## config.mk

```make
export PLATFORM = sky130hd
export DESIGN_NAME = piecewise_linear_lut_core
export DESIGN_NICKNAME = d
export VERILOG_FILES = /design/src/sv/plu_pkg.sv /design/src/sv/plu_ram.sv /design/src/sv/plu_ctrl.sv /design/src/sv/plu_datapath.sv /design/src/sv/piecewise_linear_lut_core.sv
export SDC_FILE = /design/constraint.sdc
export NUM_CORES = 2
export LEC_CHECK = 0
export BUFFER_PORTS_ARGS = -buffer_cell sky130_fd_sc_hd__buf_2
export CAP_MARGIN = 20
export CORE_MARGIN = 1
export CORE_UTILIZATION = 40
export CTS_CLUSTER_SIZE = 40
export DETAILED_ROUTE_END_ITERATION = 6
export HOLD_SLACK_MARGIN = 0.03
export SYNTH_ARGS = -nofsm -noshare
export SYNTH_HDL_FRONTEND = slang
export SYNTH_HIERARCHICAL = 1
export SYNTH_SLANG_ARGS = --single-unit
```

## constraint.sdc

```tcl
create_clock -name clk -period 7.4 [get_ports clk]
set_input_delay 0.74 -clock clk [delete_from_list [all_inputs] [get_ports clk]]
set_output_delay 0.74 -clock clk [all_outputs]
set_load 0.01 [all_outputs]
```

## src/sv/plu_pkg.sv

```systemverilog
// Shared types and constants for the piecewise-linear lookup block.
// Used by the controller, the datapath and the top level; no dependencies.
`timescale 1ns / 1ps
package plu_pkg;

  localparam int MAX_NODES_DEF = 16;
  localparam int FRAC_BITS_DEF = 16;

  // Register byte addresses on the configuration port.
  localparam logic [3:0] ADDR_LEFT_SLOPE  = 4'h0;
  localparam logic [3:0] ADDR_RIGHT_SLOPE = 4'h4;
  localparam logic [3:0] ADDR_NODE_COUNT  = 4'h8;

  localparam logic ACT_WRITE  = 1'b0;
  localparam logic ACT_LOOKUP = 1'b1;

  typedef enum logic [1:0] {
    REG_LEFT  = 2'd0,
    REG_MID   = 2'd1,
    REG_RIGHT = 2'd2
  } region_t;

  typedef struct packed {
    logic    wr;
    logic    start;
    logic    next;
    logic    setup;
    region_t mode;
    logic    mul_step;
    logic    div_start;
    logic    div_step;
    logic    finish;
  } cmd_t;

  typedef struct packed {
    logic hit;
    logic first;
    logic last;
    logic mul_done;
    logic div_done;
    logic interp;
    logic out_busy;
  } status_t;

endpackage

```

## src/sv/plu_ram.sv

```systemverilog
// Generic single-port-write, single-port-read RAM with registered read data.
// No dependencies.
`timescale 1ns / 1ps
module plu_ram #(
  parameter int WIDTH = 64,
  parameter int DEPTH = 16
) (
  input  logic                     clk,
  input  logic                     we,
  input  logic [$clog2(DEPTH)-1:0] waddr,
  input  logic [WIDTH-1:0]         wdata,
  input  logic                     re,
  input  logic [$clog2(DEPTH)-1:0] raddr,
  output logic [WIDTH-1:0]         rdata
);

  logic [WIDTH-1:0] mem [DEPTH];

  always_ff @(posedge clk) begin
    if (we) begin
      mem[waddr] <= wdata;
    end
    if (re) begin
      rdata <= mem[raddr];
    end
  end

endmodule

```

## src/sv/plu_ctrl.sv

```systemverilog
// Sequencing state machine for the lookup block: scan, multiply, divide, finish.
// Depends on plu_pkg for the command and status structs.
`timescale 1ns / 1ps
module plu_ctrl
  import plu_pkg::*;
(
  input  logic    clk,
  input  logic    rst,
  input  logic    in_valid,
  input  logic    in_action,
  output logic    in_ready,
  input  status_t st,
  output cmd_t    cmd
);

  typedef enum logic [4:0] {
    ST_IDLE = 5'b00001,
    ST_SCAN = 5'b00010,
    ST_MUL  = 5'b00100,
    ST_DIV  = 5'b01000,
    ST_FIN  = 5'b10000
  } state_t;

  state_t state, state_next;

  always_ff @(posedge clk) begin
    if (rst) begin
      state <= ST_IDLE;
    end else begin
      state <= state_next;
    end
  end

  always_comb begin
    state_next = state;
    cmd        = '0;
    cmd.mode   = REG_LEFT;
    in_ready   = 1'b0;
    case (state)
      ST_IDLE: begin
        in_ready = 1'b1;
        if (in_valid) begin
          if (in_action == ACT_LOOKUP) begin
            cmd.start  = 1'b1;
            state_next = ST_SCAN;
          end else begin
            cmd.wr = 1'b1;
          end
        end
      end
      ST_SCAN: begin
        if (st.hit) begin
          cmd.setup  = 1'b1;
          cmd.mode   = st.first ? REG_LEFT : REG_MID;
          state_next = ST_MUL;
        end else if (st.last) begin
          cmd.setup  = 1'b1;
          cmd.mode   = REG_RIGHT;
          state_next = ST_MUL;
        end else begin
          cmd.next = 1'b1;
        end
      end
      ST_MUL: begin
        if (st.mul_done) begin
          if (st.interp) begin
            cmd.div_start = 1'b1;
            state_next    = ST_DIV;
          end else begin
            state_next = ST_FIN;
          end
        end else begin
          cmd.mul_step = 1'b1;
        end
      end
      ST_DIV: begin
        if (st.div_done) begin
          state_next = ST_FIN;
        end else begin
          cmd.div_step = 1'b1;
        end
      end
      ST_FIN: begin
        if (!st.out_busy) begin
          cmd.finish = 1'b1;
          state_next = ST_IDLE;
        end
      end
      default: begin
        state_next = ST_IDLE;
      end
    endcase
  end

endmodule

```

## src/sv/plu_datapath.sv

```systemverilog
// Datapath: node table, scan compare, serial multiplier, serial divider, result.
// Depends on plu_pkg and plu_ram.
`timescale 1ns / 1ps
module plu_datapath
  import plu_pkg::*;
#(
  parameter int MAX_NODES = MAX_NODES_DEF,
  parameter int FRAC_BITS = FRAC_BITS_DEF
) (
  input  logic               clk,
  input  logic               rst,
  input  cmd_t               cmd,
  input  logic [3:0]         wr_index,
  input  logic signed [31:0] wr_x,
  input  logic signed [31:0] wr_y,
  input  logic signed [31:0] value_in,
  input  logic signed [31:0] low_slope,
  input  logic signed [31:0] high_slope,
  input  logic [4:0]         node_count,
  input  logic               out_ready,
  output logic               out_valid,
  output logic [31:0]        value_out,
  output region_t            region,
  output logic               saturated,
  output status_t            st
);

  localparam int IW    = $clog2(MAX_NODES);
  localparam int STEPS = 33;
  localparam logic [65:0] RND = (66'd1 << FRAC_BITS) - 66'd1;

  logic [MAX_NODES-1:0] node_valid;
  logic                 wr_en, rd_en, rd_vld;
  logic [IW-1:0]        waddr, raddr, idx, last_idx;
  logic [63:0]          rdata;
  logic [8:0]           widx9, cnt9, eff9;

  logic signed [31:0] v, cur_x, cur_y, prev_x, prev_y, base_y;
  logic [65:0]        mcand, prod;
  logic [32:0]        mplier, dx, rem, dlow, quot;
  logic [5:0]         mcnt, dcnt;
  logic               neg;
  region_t            mode;

  // Write port and per-entry valid bits; an entry not yet written reads as zero.
  assign widx9 = {5'd0, wr_index};
  assign waddr = widx9[IW-1:0];
  assign wr_en = cmd.wr && (widx9 < 9'(MAX_NODES));
  assign rd_en = cmd.start | cmd.next;
  assign raddr = cmd.start ? '0 : idx + IW'(1);

  plu_ram #(.WIDTH(64), .DEPTH(MAX_NODES)) u_ram (
    .clk   (clk),
    .we    (wr_en),
    .waddr (waddr),
    .wdata ({wr_y, wr_x}),
    .re    (rd_en),
    .raddr (raddr),
    .rdata (rdata)
  );

  always_ff @(posedge clk) begin
    if (rst) begin
      node_valid <= '0;
    end else if (wr_en) begin
      node_valid[waddr] <= 1'b1;
    end
  end

  always_ff @(posedge clk) begin
    if (rd_en) begin
      rd_vld <= (wr_en && waddr == raddr) ? node_valid[raddr] : node_valid[raddr];
    end
  end

  assign cur_x = rd_vld ? signed'(rdata[31:0])  : 32'sd0;
  assign cur_y = rd_vld ? signed'(rdata[63:32]) : 32'sd0;

  // Index of the last node in use, with a zero count read as one node and a count above MAX_NODES read as MAX_NODES.
  assign cnt9     = {4'd0, node_count};
  assign eff9     = (cnt9 == 9'd0) ? 9'd1 :
                    (cnt9 > 9'(MAX_NODES)) ? 9'(MAX_NODES) : cnt9;
  assign last_idx = IW'(eff9 - 9'd1);

  logic signed [32:0] dv, dy, dsel;
  logic        [32:0] dmag, ymag;
  logic signed [31:0] slope;
  logic        [31:0] smag;

  assign dv    = 33'(v) - 33'(cmd.mode == REG_MID ? prev_x : cur_x);
  assign dy    = 33'(cur_y) - 33'(prev_y);
  assign dsel  = dv;
  assign dmag  = dsel[32] ? 33'(-dsel) : dsel;
  assign ymag  = dy[32] ? 33'(-dy) : dy;
  assign slope = (cmd.mode == REG_RIGHT) ? high_slope : low_slope;
  assign smag  = slope[31] ? 32'(-slope) : slope;

  logic [33:0] dtrial;
  assign dtrial = {rem, dlow[32]};

  always_ff @(posedge clk) begin
    if (cmd.start) begin
      v   <= value_in;
      idx <= '0;
    end
    if (cmd.next) begin
      idx    <= idx + IW'(1);
      prev_x <= cur_x;
      prev_y <= cur_y;
    end
    if (cmd.setup) begin
      mode   <= cmd.mode;
      mcand  <= {33'd0, dmag};
      prod   <= '0;
      mcnt   <= '0;
      dx     <= 33'(cur_x) - 33'(prev_x);
      if (cmd.mode == REG_MID) begin
        mplier <= ymag;
        neg    <= dy[32];
        base_y <= prev_y;
      end else begin
        mplier <= {1'b0, smag};
        neg    <= dsel[32] ^ slope[31];
        base_y <= cur_y;
      end
    end
    if (cmd.mul_step) begin
      if (mplier[0]) begin
        prod <= prod + mcand;
      end
      mcand  <= mcand << 1;
      mplier <= mplier >> 1;
      mcnt   <= mcnt + 6'd1;
    end
    if (cmd.div_start) begin
      rem  <= prod[65:33];
      dlow <= prod[32:0];
      quot <= '0;
      dcnt <= '0;
    end
    if (cmd.div_step) begin
      if (dtrial >= {1'b0, dx}) begin
        rem  <= 33'(dtrial - {1'b0, dx});
        quot <= {quot[31:0], 1'b1};
      end else begin
        rem  <= dtrial[32:0];
        quot <= {quot[31:0], 1'b0};
      end
      dlow <= dlow << 1;
      dcnt <= dcnt + 6'd1;
    end
  end

  // Final result: extension rounds toward minus infinity, then clamps.
  logic signed [67:0] qext, rsum;
  logic               sat_hi, sat_lo;

  always_comb begin
    if (mode == REG_MID) begin
      qext = neg ? -$signed({35'd0, quot}) : $signed({35'd0, quot});
    end else if (neg) begin
      qext = -$signed(68'((prod + RND) >> FRAC_BITS));
    end else begin
      qext = $signed(68'(prod >> FRAC_BITS));
    end
    rsum   = 68'(base_y) + qext;
    sat_hi = rsum > 68'sd2147483647;
    sat_lo = rsum < -68'sd2147483648;
  end

  always_ff @(posedge clk) begin
    if (rst) begin
      out_valid <= 1'b0;
    end else if (cmd.finish) begin
      out_valid <= 1'b1;
    end else if (out_ready) begin
      out_valid <= 1'b0;
    end
    if (cmd.finish) begin
      value_out <= sat_hi ? 32'h7FFFFFFF : sat_lo ? 32'h80000000 : rsum[31:0];
      saturated <= sat_hi | sat_lo;
      region    <= mode;
    end
  end

  assign st.hit      = v <= cur_x;
  assign st.first    = idx == '0;
  assign st.last     = idx == last_idx;
  assign st.mul_done = mcnt == 6'(STEPS);
  assign st.div_done = dcnt == 6'(STEPS);
  assign st.interp   = mode == REG_MID;
  assign st.out_busy = out_valid & ~out_ready;

endmodule

```

## src/sv/piecewise_linear_lut_core.sv

```systemverilog
// Piecewise-linear lookup over a table of Q16.16 breakpoints.
// Write items are taken in the idle state. A lookup scans the nodes in order, one node
// table read each, up to the node count, then multiplies, then divides only for a value
// between nodes, then finishes; one lookup at a time.
// Reset (synchronous, active high) clears the node valid bits, so every node reads
// as zero, sets both slopes to 1.0 and the node count to one.
`timescale 1ns / 1ps
module piecewise_linear_lut_core
  import plu_pkg::*;
#(
  parameter int MAX_NODES = MAX_NODES_DEF,
  parameter int FRAC_BITS = FRAC_BITS_DEF
) (
  input  logic         clk,
  input  logic         rst,
  // Input item stream.
  input  logic         s_tvalid,
  output logic         s_tready,
  input  logic [103:0] s_tdata,  // node_index[3:0], node_x[35:4], node_y[67:36],
                                 // value_in[99:68], zero fill[103:100]
  input  logic         s_tuser,  // action
  // Result item stream.
  output logic         m_tvalid,
  input  logic         m_tready,
  output logic [31:0]  m_tdata,  // value_out
  output logic [2:0]   m_tuser,  // region[1:0], saturated[2]
  // Configuration port.
  input  logic         psel,
  input  logic         penable,
  input  logic         pwrite,
  input  logic [3:0]   paddr,
  input  logic [31:0]  pwdata,
  output logic [31:0]  prdata,
  output logic         pready
);

  logic signed [31:0] low_slope, high_slope;
  logic [4:0]         node_count;
  cmd_t               cmd;
  status_t            st;
  region_t            region;
  logic               saturated;

  // The registers are written in the access phase of an APB write.
  assign pready = 1'b1;

  always_ff @(posedge clk) begin
    if (rst) begin
      low_slope  <= 32'sd1 <<< FRAC_BITS;
      high_slope <= 32'sd1 <<< FRAC_BITS;
      node_count <= 5'd1;
    end else if (psel && penable && pwrite) begin
      case (paddr)
        ADDR_LEFT_SLOPE:  low_slope  <= pwdata;
        ADDR_RIGHT_SLOPE: high_slope <= pwdata;
        ADDR_NODE_COUNT:  node_count <= pwdata[4:0];
        default: ;
      endcase
    end
  end

  always_comb begin
    case (paddr)
      ADDR_LEFT_SLOPE:  prdata = low_slope;
      ADDR_RIGHT_SLOPE: prdata = high_slope;
      ADDR_NODE_COUNT:  prdata = {27'd0, node_count};
      default:          prdata = 32'd0;
    endcase
  end

  // The controller only sequences; the lookup values live in the datapath, the configuration registers in this module.
  plu_ctrl u_ctrl (
    .clk       (clk),
    .rst       (rst),
    .in_valid  (s_tvalid),
    .in_action (s_tuser),
    .in_ready  (s_tready),
    .st        (st),
    .cmd       (cmd)
  );

  plu_datapath #(.MAX_NODES(MAX_NODES), .FRAC_BITS(FRAC_BITS)) u_dp (
    .clk         (clk),
    .rst         (rst),
    .cmd         (cmd),
    .wr_index    (s_tdata[3:0]),
    .wr_x        (s_tdata[35:4]),
    .wr_y        (s_tdata[67:36]),
    .value_in    (s_tdata[99:68]),
    .low_slope   (low_slope),
    .high_slope  (high_slope),
    .node_count  (node_count),
    .out_ready   (m_tready),
    .out_valid   (m_tvalid),
    .value_out   (m_tdata),
    .region      (region),
    .saturated   (saturated),
    .st          (st)
  );

  assign m_tuser = {saturated, region};

endmodule

```

* Word level (Yosys, flattened, before mapping)
Memory sizes are Yosys's and may differ from the RTL's. A register that Yosys moved wholly into a read port is not among the register bits.
Cells that the tools add are included.
** Word-level totals
- Memories kept :: 1
- Register bits :: 571
- RAM bits :: 1024
- ROM bits :: 0
- Word-level logic and storage cells :: 170
- Bits in latches :: 0
- Input bits :: 148
** Memories
- u_dp.u_ram.mem :: words 16, bits a word 64, rd ports 1, clocked after memory_dff 1, wr ports 1, RTL line plu_ram.sv:17 : logic [WIDTH-1:0] mem [DEPTH];
** Operators by class
- Bitwise operators :: 6
- Add/subtract/negate cells :: 16
- $mul :: 0
- $lt $le $gt $ge :: 9
- Reductions and logical operators :: 15
- Divide/modulo/power cells :: 0
- Mux-type cells :: 75
- Equality and inequality tests :: 19
- Shifts and indexed selects :: 0
** Operators by type and width (number)
- 2-to-1 mux 33 bit :: 11
- 2-to-1 mux 66 bit :: 5
- 2-to-1 mux 32 bit :: 8
- 2-to-1 mux 68 bit :: 3
- case mux 32 bit (3 select lines) :: 1
- adder 32 x 68 -> 68 bit :: 1
- greater-than comparator 68 x 32 -> 1 bit (second input constant) :: 1
- < comparator 68 x 32 -> 1 bit (second input constant) :: 1
- negation 33 -> 68 bit :: 1
- negation 52 -> 68 bit :: 1
- adder 66 x 16 -> 67 bit (second input constant) :: 1
- adder 66 bit :: 1
- negation 33 bit :: 2
- subtractor 32 x 32 -> 33 bit :: 2
- 2-to-1 mux 5 bit :: 8
- greater-or-equal comparator 34 x 33 -> 1 bit :: 1
- subtractor 32 x 33 -> 33 bit :: 1
- subtractor 33 bit :: 1
- less-or-equal comparator 32 bit :: 1
- negation 32 bit :: 1
- case mux 5 bit (5 select lines) :: 1
- 2-to-1 mux 4 bit :: 6
- 2-to-1 mux 6 bit :: 4
- 2-to-1 mux 1 bit :: 21
- 34 further kinds :: 56

* Logic depth before layout (Yosys ltp)
- Word-level depth :: 15
- Depth in mapped cells :: 39
- Depth with buffers taken out :: 35

* Cells and area by module
The synthesis kept the hierarchy.
** Modules (own cells, without submodules)
- plu_datapath :: area each 40800.4 um2, sequential area each 14063.5 um2, times used 1, cells each 4786
- plu_ram :: area each 40222.3 um2, sequential area each 32671.3 um2, times used 1, cells each 1647
- piecewise_linear_lut_core :: area each 3214.3 um2, sequential area each 1381.3 um2, times used 1, cells each 313
- plu_ctrl :: area each 385.4 um2, sequential area each 100.1 um2, times used 1, cells each 50

* Least setup slack after synthesis
No wires, ideal clock.
- Kind :: register -> register
- From :: register u_dp.rd_vld
- To :: register u_dp.mcand[30], data pin
- Setup time :: 267 ps
- Period minus slack after synthesis :: 8039 ps
- Buffers on the path :: 5
- Path slack :: -639 ps
- Cell stages (with the launch flop) :: 37
- Arrival :: 7772 ps
- Path through :: edfxtp_1 > clkbuf_1 > clkbuf_1 > nand2_1 > ha_1 > nor2b_1 > o21a_1 > o21ai_0 > nand2b_1 > a21oi_1 > o21ai_0 > a21oi_1 > nand2_1 > a221oi_1 > o21ai_0 > xnor2_1 > nand2_1 > nor3b_1 > nor2b_1 > clkbuf_1 > clkbuf_1 > buf_1 > a21oi_1 > fa_1 > a21o_1 > a21oi_1 > o21bai_1 > a311o_1 > a211oi_1 > o211ai_1 > a2111oi_1 > o21ba_2 > o2111ai_1 > or3_1 > o31ai_1 > xnor2_1 > o21ai_0
** RTL lines
- start, declared :: RTL line plu_datapath.sv:33 : logic wr_en, rd_en, rd_vld;
- start signal, assigned :: RTL line plu_datapath.sv:72 : rd_vld <= (wr_en && waddr == raddr) ? node_valid[raddr] : node_valid[raddr];
- end signal, assigned :: RTL line plu_datapath.sv:113 : mcand <= {33'd0, dmag};
- end signal, assigned :: RTL line plu_datapath.sv:131 : mcand <= mcand << 1;
- end, declared :: RTL line plu_datapath.sv:39 : logic [65:0] mcand, prod;

* Worst setup path after layout
- From :: register u_dp.quot[6]
- To :: register u_dp.value_out[30], data pin
** On the way
- Word-level cells in the longest chain between the ends :: 6
- Elaborated cells on any way between the ends :: 7
** RTL lines
- start, declared :: RTL line plu_datapath.sv:40 : logic [32:0] mplier, dx, rem, dlow, quot;
- start signal, assigned :: RTL line plu_datapath.sv:144 : quot <= {quot[31:0], 1'b1};
- start signal, assigned :: RTL line plu_datapath.sv:147 : quot <= {quot[31:0], 1'b0};
- negation 33 -> 68 bit :: RTL line plu_datapath.sv:160 : qext = neg ? -$signed({35'd0, quot}) : $signed({35'd0, quot});
- 2-to-1 mux 68 bit (*) :: RTL line plu_datapath.sv:160
- 2-to-1 mux 68 bit (*) :: RTL line plu_datapath.sv:159 : if (mode == REG_MID) begin
- adder 32 x 68 -> 68 bit (*) :: RTL line plu_datapath.sv:166 : rsum = 68'(base_y) + qext;
- < comparator 68 x 32 -> 1 bit :: RTL line plu_datapath.sv:168 : sat_lo = rsum < -68'sd2147483648;
- 2-to-1 mux 32 bit :: RTL line plu_datapath.sv:180 : value_out <= sat_hi ? 32'h7FFFFFFF : sat_lo ? 32'h80000000 : rsum[31:0];
- end signal, assigned :: RTL line plu_datapath.sv:180
- end, declared :: RTL line plu_datapath.sv:22 : output logic [31:0] value_out,
Mark *: on every way between the ends. The rest lies on a longest branch, timed or not.
A chain may end at the register's enable or synchronous reset.

==> impl.org <==
** Outcome
- The run finished, with violations left.
- Violated checks :: negative setup slack

** GRT
- The number of antenna violations at the first check in global routing was 41.
- Pin count of the biggest net entering global routing :: 170
- The first global-routing pass estimated 351000 µm of wire.
- For this run, the total global-route usage over all layers was measured as 0.215.
- Total congestion overflow after global routing :: 0
- Number of global-route vias before repair :: 57.0k

** Die
- CORE AREA :: 210000 µm²
- Die Area :: 213000 µm²
- Initial Util :: 0.403
- In this run the horizontal extent of the chip is 462 µm.
- In this run the vertical extent of the chip is 462 µm.
- The floorplan has 168 rows.
- Pin placement for this block handled 218 I/O pins.

** Routing
- In the final routed layout, each cell accounts on average for 22.3 µm.
- In the routed design, unresolved DRC markers number 0.
- DRT Wirelength :: 233000 µm
- In this run the remaining antenna-violating nets after routing total 0.
- The pre-antenna-repair detailed-routing pass consisted of 6 iterations.
- The routed layout has 58.2k vias.
- Violation count after the first detailed-route iteration :: 4939
- Detailed-route vias per instance :: 5.56

** CTS
- Counting the buffers created by CTS gives 176.
- Sinks on Clock Net :: 1659
- The H-tree was split into 4 levels.
- Worst-Skew Late Latency :: 850 ps
- Clock input transition at the sequential cells of the worst setup and hold paths :: 60 ps
- TritonCTS built the clock tree.
- The root buffer cell chosen for the clock tree is sky130_fd_sc_hd__clkbuf_16.
- Counting along the longest clock path gives a buffer depth of 3.

** Hold path
- Type of the tightest min-delay check :: in2reg
- The worst hold path begins at s_tdata[96].

** Place
- After detailed placement, the design holds a cell count of 10.1k.
- Post-place setup slack :: -618 ps
- Final HPWL DP :: 159000 µm
- Placer's final routability congestion estimate :: 0.942
- Port buffer count :: 212

** Yosys
- In the synthesized netlist the async set-or-reset flop fraction comes to 0.
- Sequential share of the synthesized area :: 0.570
- Synthesized instance count :: 6796
- Number of register bits inferred by synthesis :: 1659
- Syn Std Cell Area :: 84600 µm²
- Each instance of the synthesized netlist takes up on average 12.5 µm².
- Post-Synthesis Net Count :: 7257
- After synthesis, the netlist uses 107 different library cells.
- The synthesized design contains 1499 enable-type register cells.
- Total of warnings raised by yosys :: 6
- For this run, the leading register cell type out of synthesis is sky130_fd_sc_hd__edfxtp_1.

** Worst setup path
- For this design, the slowest cell found on the critical path is sky130_fd_sc_hd__or4_4.
- Critical path peak fanout :: 8
- The worst setup path is captured at a register.
- Setup CP Type :: reg2reg
- Data arrival time of the critical path :: 8180 ps
- At the worst endpoint, the required time is 8100 ps.
- Kind of start point of the critical path :: register
- The largest single stage delay on the critical path is 570 ps.
- Tracing the worst setup path back leads to its startpoint at u_dp/quot[6]$_SDFFCE_PN0P_.
- Startpoint of the lowest-slack register-to-register path :: u_dp/quot[6]$_SDFFCE_PN0P_

** STA
- On the final layout, the worst clock skew is 84.1 ps.
- Hold is met by 82.3 ps.
- Post-route worst setup slack :: -82.3 ps
- The worst pin sits at a relative slew slack of 0.308.
- Period minus WS final :: 7480 ps
- The final-report max-slew violation count was 0.
- Final Hold Fails :: 0
- Dividing the final minimum period by the clock period gives 1.01.
- Slew at the pin closest to its max-slew limit :: 1040 ps
- Unrepaired setup endpoints after global routing :: true
- Post-Route Setup TNS :: -1570 ps
- Number of failing setup endpoints in the final timing report :: 32
- Maximum clock rate :: 134 MHz

** Final layout
- Final std cells w/o fill :: 10.5k
- In the final layout, the share of cells above drive strength 1 is 0.221.
- Final #Nets :: 7975
- In the final layout, the multi-input gates occupy 35600 µm².
- Layout area overhead :: 19.1%
- Number of inserted filler cells in the final layout :: 18.4k
- In the final layout, flip-flops and latches occupy 48200 µm².

** Power
- Of the total power, combinational logic draws 0.139.
- Switching fraction of total power :: 0.250
- Of the total power, registers draw 0.462.
- Internal Power :: 16.9 mW
- Largest voltage drop on the vdd net :: 0.000295 V
- In this run the power density over the cells is 223 nW/µm².
- Power spent charging and discharging nets :: 5.63 mW
- The share of total power dissipated in the clock network is 0.399.
- Reported leakage power :: 36.8 nW

** Flow run
- Max capacitance violation total :: 0
-- cell type report --
cell class                      instances  area share
Tap cell                             2805      0.0348
Clock buffer                          219      0.0466
Clock inverter                        106      0.0120
Sequential cell                      1659       0.478
Multi-Input combinational cell       4552       0.354
Inverter                              252     0.00946
Antenna cell                            4   0.0000993
Timing Repair Buffer                  873      0.0648
-- per-layer routing --
metal  vias to the layer above  GRT usage  part of all wire
li1                      27281          -                 -
met1                     28989      0.293              0.44
met3                       369     0.0360             0.057
met4                        58     0.0662             0.028
met2                      1466      0.351              0.48
met5                         -          0            0.0016
-- cell families (layout without fill, tap and decap cells) --
| family | after synthesis | count (layout) | share of synthesized area |
|---|---|---|---|
| flip-flops | 1659 | 1659 | 0.570 |
| AO/OA/AOI/OAI | 1605 | 1605 | 0.120 |
| other | 1 | 5 | 0.0000443 |
| adder cells (fa/ha/maj) | 313 | 313 | 0.0468 |
| XOR/XNOR | 396 | 396 | 0.0411 |
| multiplexers | 385 | 385 | 0.0841 |
| buffers and inverters | 585 | 1450 | 0.0283 |
| AND/OR/NAND/NOR | 1852 | 1852 | 0.110 |
-- power groups by stage --
| stage | registers (mW) | logic (mW) | clock network (mW) |
|---|---|---|---|
| floorplan | 10.6 | 1.77 | 0 |
| global placement | 10.6 | 2.80 | 0 |
| detailed placement | 10.6 | 2.84 | 0 |
| CTS | 10.4 | 2.97 | 9.18 |
| global route | 10.4 | 3.38 | 9.53 |
| finish | 10.4 | 3.12 | 8.98 |
-- worst max-delay path, delay by kind of cell, from the launching register on --
kind / cells / cell delay [ps]
and+or+nand+nor: 14 / 4020
AOI/OAI and AO/OA: 8 / 1480
buffers and inverters: 6 / 810
muxes: 1 / 60
adders and majority gates: 2 / 410
DFF: 1 / 390
xor gates and xnor gates: 1 / 190
-- through the flow --
step / area (µm²) / power, mW / utilization
3_5_place_dp: 92500 / 13.4 / 0.441
5_1_grt: 101000 / 23.3 / 0.480
2_1_floorplan: 84600 / 12.4 / -
3_3_place_gp: 92500 / 13.4 / 0.441
6_report: 101000 / 22.5 / 0.480
4_1_cts: 99600 / 22.6 / 0.474
-- cell usage after synthesis, types with 13 or more instances --
cell                       number  area share
sky130_fd_sc_hd__a22o_1        27      0.0028
sky130_fd_sc_hd__a211oi_1      31      0.0028
sky130_fd_sc_hd__a311oi_1      13      0.0013
sky130_fd_sc_hd__mux2i_1      118       0.014
sky130_fd_sc_hd__or4_1         25      0.0022
sky130_fd_sc_hd__o21a_1        58      0.0051
sky130_fd_sc_hd__edfxtp_1    1499        0.53
sky130_fd_sc_hd__o21ai_0      406       0.024
sky130_fd_sc_hd__o21bai_1      37      0.0033
sky130_fd_sc_hd__nand4_1       72      0.0053
sky130_fd_sc_hd__nand3_1      154      0.0091
sky130_fd_sc_hd__nor3b_1       18      0.0016
sky130_fd_sc_hd__and2_1       139       0.010
sky130_fd_sc_hd__nor2b_1       63      0.0047
sky130_fd_sc_hd__a22oi_1      131       0.012
sky130_fd_sc_hd__xor2_1       163       0.017
sky130_fd_sc_hd__o31ai_1       49      0.0043
sky130_fd_sc_hd__nand2_1      524       0.023
sky130_fd_sc_hd__and3_1        51      0.0038
sky130_fd_sc_hd__a21o_1       141       0.013
sky130_fd_sc_hd__xnor2_1      232       0.024
sky130_fd_sc_hd__or3_1         45      0.0033
sky130_fd_sc_hd__buf_6         16      0.0021
sky130_fd_sc_hd__a21oi_1      465       0.028
sky130_fd_sc_hd__nor2_1       376       0.017
sky130_fd_sc_hd__dfxtp_1      160       0.038
sky130_fd_sc_hd__nand2b_1     150       0.011
sky130_fd_sc_hd__nor3_1       110      0.0065
sky130_fd_sc_hd__ha_1         307       0.045
sky130_fd_sc_hd__a31oi_1       47      0.0035
sky130_fd_sc_hd__inv_1        252       0.011
sky130_fd_sc_hd__nor4_1        26      0.0019
sky130_fd_sc_hd__clkbuf_1     249       0.011
sky130_fd_sc_hd__o41ai_1       13      0.0013
sky130_fd_sc_hd__and4_1        20      0.0021
sky130_fd_sc_hd__or2_2         31      0.0023
sky130_fd_sc_hd__buf_2         28      0.0017
sky130_fd_sc_hd__mux4_2       260       0.069
sky130_fd_sc_hd__o211ai_1      32      0.0028
sky130_fd_sc_hd__buf_1         28      0.0012
-- cells in the final DEF, fill, tap and decap left out, drive strengths merged, types with 51 or more instances in the layout --
master and instances:
xor2 164, inv 257, a21o 141, and2 139
nor3 111, xnor2 232, nand4 72, a21oi 466
buf 851, and3 51, ha 307, nand3 154
mux2i 118, nand2 524, dfxtp 160, clkinv 77
edfxtp 1499, clkbuf 224, nor2b 63, o21a 58
mux4 260, o21ai 413, a22oi 132, nand2b 150
nor2 379
-- sequential cells by signal, summed over array words and instances (netlist names), 16 cells and up --
| signal | count |
|---|---|
| u_dp/mcand | 66 |
| low_slope | 32 |
| u_dp/u_ram/mem | 1024 |
| u_dp/prod | 66 |
| u_dp/base_y | 32 |
| u_dp/node_valid | 16 |
| u_dp/mplier | 33 |
| u_dp/value_out | 32 |
| u_dp/prev_y | 32 |
| u_dp/prev_x | 32 |
| u_dp/quot | 33 |
| u_dp/rem | 33 |
| u_dp/u_ram/rdata | 64 |
| u_dp/dx | 33 |
| high_slope | 32 |
| u_dp/dlow | 33 |
| u_dp/v | 32 |
-- worst paths after layout --
| kind | end | slack, ps | depth (start not counted) |
|---|---|---|---|
| min reg2reg | u_dp/region[1]$_DFFE_PP_ | 450 | 0 |
| max reg2reg | u_dp/value_out[30]$_SDFFCE_PN1P_ | -80 | 32 |
| min | u_dp/v[28]$_DFFE_PP_ | 80 | 1 |
| max | u_dp/value_out[30]$_SDFFCE_PN1P_ | -80 | 32 |
-- repair_timing --
item,in CTS,in global routing
buffers inserted,29,24
hold buffers,17,0
pin swaps,31,77
gates resized for setup,130,219
gates cloned,4,7
hold endpoints to repair,17,0
setup endpoints to repair,65,65
Note: power is estimated with default switching activity, not from simulation.
